File: config.mk
export PLATFORM = sky130hd
export DESIGN_NAME = hskv_front
export DESIGN_NICKNAME = d
export VERILOG_FILES = /design/src/sv/hskv_pkg.sv /design/src/sv/hskv_front.sv
export SDC_FILE = /design/constraint.sdc
export NUM_CORES = 1
export LEC_CHECK = 0
export BUFFER_PORTS_ARGS = -buffer_cell sky130_fd_sc_hd__buf_2
export CAP_MARGIN = 10
export CORE_MARGIN = 2
export CORE_UTILIZATION = 59
export DETAILED_ROUTE_END_ITERATION = 16
export PLACE_DENSITY_LB_ADDON = 0.15
export SLEW_MARGIN = 20
export SYNTH_ARGS = -nofsm -noshare
export SYNTH_HDL_FRONTEND = slang
export SYNTH_SLANG_ARGS = --single-unit
File: constraint.sdc
create_clock -name clk -period 3.7 [get_ports clk]
set_input_delay 0.185 -clock clk [delete_from_list [all_inputs] [get_ports clk]]
set_output_delay 0.185 -clock clk [all_outputs]
set_load 0.01 [all_outputs]
File: src/sv/hskv_pkg.sv
// Package: shared types and constants for the hashed string key-value table.
`default_nettype none
package hskv_pkg;
	localparam int BUCKETS_DEF       = 41;
	localparam int ENTRIES_DEF       = 64;
	localparam int MAX_KEY_BYTES_DEF = 32;

	localparam logic [31:0] HASH_SEED = 32'd5381;
	localparam logic [31:0] HASH_TOP  = 32'h8000_0000;

	localparam logic [1:0] KIND_FIND   = 2'd0;
	localparam logic [1:0] KIND_INSERT = 2'd1;
	localparam logic [1:0] KIND_DELETE = 2'd2;

	localparam logic [1:0] ST_OK      = 2'd0;
	localparam logic [1:0] ST_TOOLONG = 2'd1;
	localparam logic [1:0] ST_FULL    = 2'd2;

	typedef struct packed {
		logic [1:0]  kind;
		logic [7:0]  key_byte;
		logic        has_byte;
		logic        last;
		logic [63:0] value_in;
	} in_item_t;

	typedef struct packed {
		logic        found;
		logic [63:0] value_out;
		logic [1:0]  status;
		logic [5:0]  bucket_index;
	} out_item_t;

	// One finished key handed from front to back
	typedef struct packed {
		logic [1:0]  kind;
		logic [31:0] hash;
		logic [8:0]  len;
		logic        too_long;
		logic [63:0] value_in;
	} job_t;
endpackage
`default_nettype wire

File: src/sv/hskv_front.sv
// Front end: folds key bytes into the hash, collects the key and queues finished keys.
`default_nettype none
module hskv_front
	import hskv_pkg::*;
#(
	parameter int MAX_KEY_BYTES = MAX_KEY_BYTES_DEF,
	localparam int KW = (MAX_KEY_BYTES > 1) ? $clog2(MAX_KEY_BYTES) : 1
) (
	input  wire logic     clk,
	input  wire logic     arst_n,
	input  wire logic     in_valid,
	output logic          in_ready,
	input  wire in_item_t in_data,
	output logic          job_valid,
	input  wire logic     job_ready,
	output job_t          job,
	// key byte read port for the back end
	input  wire logic [KW-1:0] kb_addr,
	output logic [7:0]         kb_data
);
	logic [31:0] hash_q;
	logic [8:0]  len_q;
	logic        long_q;
	logic [7:0]  kbuf_q [MAX_KEY_BYTES];
	logic        hold_q; // a key is queued; buffer frozen until back end drops it
	job_t        job_q;
	logic        acc;
	logic [31:0] hash_nx;
	logic        store;

	// one-deep queue: a key stays in the buffer until its job is taken and done
	assign in_ready  = !hold_q;
	assign acc       = in_valid && in_ready;
	assign hash_nx   = in_data.has_byte ? (hash_q * 32'd33 + {24'd0, in_data.key_byte}) : hash_q;
	assign store     = in_data.has_byte && (len_q < 9'(MAX_KEY_BYTES));
	assign job_valid = hold_q;
	assign job       = job_q;

	always_ff @(posedge clk) begin
		if (acc && store) kbuf_q[len_q[KW-1:0]] <= in_data.key_byte;
		kb_data <= kbuf_q[kb_addr];
	end

	always_ff @(posedge clk or negedge arst_n) begin
		if (!arst_n) begin
			hash_q <= HASH_SEED;
			len_q  <= '0;
			long_q <= 1'b0;
			hold_q <= 1'b0;
			job_q  <= '0;
		end else begin
			if (job_ready && hold_q) hold_q <= 1'b0;
			if (acc) begin
				if (in_data.last) begin
					hold_q         <= 1'b1;
					job_q.kind     <= in_data.kind;
					job_q.hash     <= hash_nx | HASH_TOP;
					job_q.len      <= store ? len_q + 9'd1 : len_q;
					job_q.too_long <= long_q || (in_data.has_byte && !store);
					job_q.value_in <= in_data.value_in;
					hash_q <= HASH_SEED;
					len_q  <= '0;
					long_q <= 1'b0;
				end else begin
					hash_q <= hash_nx;
					if (store) len_q <= len_q + 9'd1;
					else if (in_data.has_byte) long_q <= 1'b1;
				end
			end
		end
	end

	assert property (@(posedge clk) disable iff (!arst_n) hold_q |-> !in_ready)
		else $error("front accepted while a key is queued");
	assert property (@(posedge clk) disable iff (!arst_n) len_q <= 9'(MAX_KEY_BYTES))
		else $error("key length beyond buffer");
	assert property (@(posedge clk) disable iff (!arst_n)
		(acc && in_data.last) |=> (len_q == '0 && hash_q == HASH_SEED))
		else $error("collector not cleared after last");
endmodule
`default_nettype wire

==> impl_metrics.tcl <==
set metrics [dict create \
    synth_top_area_share_pct 40.6 \
    synth-edff-count 256 \
    worstMarginPinSlew_ns 1.01 \
    grt_max_degree 93 \
    synthesis.nets 1606 \
    clk_path_buf_depth 3 \
    combinationalPowerShare_pct 33.2 \
    arrival_ns 3.95 \
    start_util_pct 59.9 \
    placed_area_mm2 0.0204 \
    overflow 0 \
    syn_area_mm2 0.0189 \
    slew_violations 0 \
    cts_max_level 2 \
    gp_routability_congestion 0.931 \
    instances_no_fill 2116 \
    synth_fa_ha_area_share_pct 7.55 \
    antenna_found_initial 0 \
    nFillCells 2112 \
    yosysMostFrequentCell "nand2_1" \
    pwr-share-clk_pct 28.3 \
    dpl.hpwl_mm 29.9 \
    timing.final.hold_violations 0 \
    clk_pin_slew_ns 0.06 \
    synthCells 1408 \
    clock_skew_ns 0.00958 \
    synth_compound_area_share_pct 6.94 \
    cp-startpoint "hash_q[2]" \
    peakVddDrop_mv 0.504 \
    track_usage_pct 28.0 \
    syn_area_per_cell_um2 13.4 \
    ff2ff_path_depth 12 \
    cts_buffers 42 \
    status "finished clean" \
    maxCapViolCount 0 \
    viasPerCell 5.91 \
    synthFlopType "edfxtp_1" \
    synth_cell_type_count 76 \
    vias 12500 \
    p_switching_w 0.00511 \
    synth-xor-area-share_pct 1.44 \
    synth_common_cells "nand2_1 (290), edfxtp_1 (256), dfrtp_1 (145), ha_1 (111), mux4_2 (80)" \
    drc 0 \
    dr.pass1.iters 8 \
    layout_min_cycle_time_ns 3.57 \
    fmax_ghz 0.280 \
    rrSetupSlack_ns 0.13 \
    die_w_um 183 \
    timing.rr.start "hash_q[2]" \
    hold_class "in -> reg" \
    clk_latency_ns 0.54 \
    port_buffers 202 \
    design_area_mm2 0.0226 \
    r2r_end "job[101]" \
    power.leakage_nw 9.47 \
    powerDensity_mw_per_mm2 669 \
    clock_tree.root_cell "clkbuf_16" \
    drtAntennaViolNets 0 \
    core_mm2 0.0316 \
    netSwitchingFraction_pct 33.8 \
    utilization_pct 71.6 \
    rsz0062_at_grt "true" \
    n_antenna_cell 0 \
    yosysSeqAreaShare_pct 61.4 \
    start_kind "register" \
    pwr-share-seq_pct 38.4 \
    synth_top_family_by_area "multiplexers" \
    dr.first_iter.drc_count 984 \
    nNetsFinal 1880 \
    tritoncts "done" \
    timing.setup.tns_ns 0 \
    dp.cells 1971 \
    row_count 65 \
    die_y_um 183 \
    worst-setup-path-type "reg -> reg" \
    cp-end-kind "register" \
    clkSinkCount 414 \
    cp.required_ns 4.08 \
    wl_per_cell_um 21.8 \
    ys_ff_latch 414 \
    synthTopCellsByArea "edfxtp_1 (41%), dfrtp_1 (19%), mux4_2 (9.5%), ha_1 (7.3%), nand2_1 (5.8%)" \
    yosys.area_share.simple_pct 10.4 \
    path_max_fanout 5 \
    synth_top_cell_by_area "edfxtp_1" \
    synthArstFlopShare_pct 36.2 \
    drive_above_1_share_pct 24.4 \
    synthMuxAreaShare_pct 10.6 \
    wl_mm 46.2 \
    area_delta_synth_final_pct 19.4 \
    p_int_w 0.0100 \
    hold_depth 1 \
    first_global_vias 12900 \
    die_area_mm2 0.0335 \
    post-route-period-util_pct 96.4 \
    setup_viol 0 \
    slew_headroom_pct 32.3 \
    yosys_warnings 0 \
    grt_pass1_wl_mm 72.0 \
    io_pins 203 \
    crit_end "job[101]" \
    whs_ns 0.0491 \
]
[per-layer routing]
layer  part of all wire, %  track usage (%)  vias to the layer above
met5                     0                0                        -
met3                   5.5             4.33                       92
met2                    51             48.3                      396
li1                      -                -                     5753
met4                   2.4             8.00                        0
met1                    41             37.4                     6262
[through the flow]
| step | worst slack (ns) | power [W] |
|---|---|---|
| global route | -0.0120 | 0.0159 |
| floorplan | 0.259 | 0.00907 |
| global placement | -0.0473 | 0.0105 |
| detailed placement | -0.0419 | 0.0107 |
| CTS | 0.00768 | 0.0150 |
| finish | 0.133 | 0.0151 |
[cells by family after synthesis]
kind of cell,count (synthesis)
flip-flops,414
AND/OR/NAND/NOR,459
adder cells (fa/ha/maj),113
XOR/XNOR,31
multiplexers,99
AO/OA/AOI/OAI,208
buffers and inverters,84
[critical path, cell delays in order, from the launching register on]
cell,delay [ns]
dfstp_2,0.54
ha_1,0.23
ha_1,0.28
fa_1,0.49
ha_4,0.32
o21a_1,0.13
o211ai_1,0.10
a31oi_2,0.26
a41oi_2,0.20
or4_1,0.52
o311ai_2,0.09
buf_4,0.16
a31oi_1,0.09
[power by group through the flow]
stage               clock network (W)  registers [W]  logic, W
floorplan                           0        0.00590   0.00317
global placement                    0        0.00586   0.00467
detailed placement                  0        0.00588   0.00477
CTS                           0.00433        0.00580   0.00490
global route                  0.00451        0.00586   0.00554
finish                        0.00428        0.00581   0.00502
[sequential cells by signal, indices dropped and copies added, names as in the netlist]
name       cells
hash_q        31
job_valid      1
kb_data        8
kbuf_q       256
len_q          9
job          108
long_q         1
[worst min path at each step]
stage / start / endpoint / slack (ns)
global route: in_data[73] / kbuf_q[10][7] / 0.03
global placement: arst_n / job[27] / 0.33
detailed placement: arst_n / job[27] / 0.33
floorplan: arst_n / hash_q[11] / -0.11
CTS: in_data[73] / kbuf_q[10][7] / 0.02
finish: in_data[73] / kbuf_q[10][7] / 0.05
[layout by cell type, fill, tap and decap left out, drive strengths merged, types with 10 or more instances in the layout]
master         n
ha           111
clkinv        17
buf          230
nor2          77
dfrtp        145
xor2          11
nand3         11
or3           10
xnor2         20
mux4          80
a21o          12
a21oi         70
mux2          14
inv           15
dlygate4sd3   68
o21ai         56
nor2b         12
and3          12
clkbuf        52
nand2        291
edfxtp       256
[repair_timing]
item,in CTS,in global routing
gates resized for setup,2,11
endpoints found under the hold margin,153,0
endpoints found under the setup margin,4,14
setup buffers,1,0
hold buffers,68,0
cloned,0,0
pin swaps,1,5
[cell type report]
type | count | area [µm²] | area share [%]
clock buffer | 52 | 1140 | 5.04
multi-input combinational | 910 | 7050 | 31.2
inverter | 16 | 60.1 | 0.266
clock inverter | 24 | 254 | 1.12
tap | 402 | 503 | 2.23
timing repair buffer | 298 | 1960 | 8.68
sequential | 414 | 11600 | 51.4
Note: power is estimated with default switching activity, not from simulation.
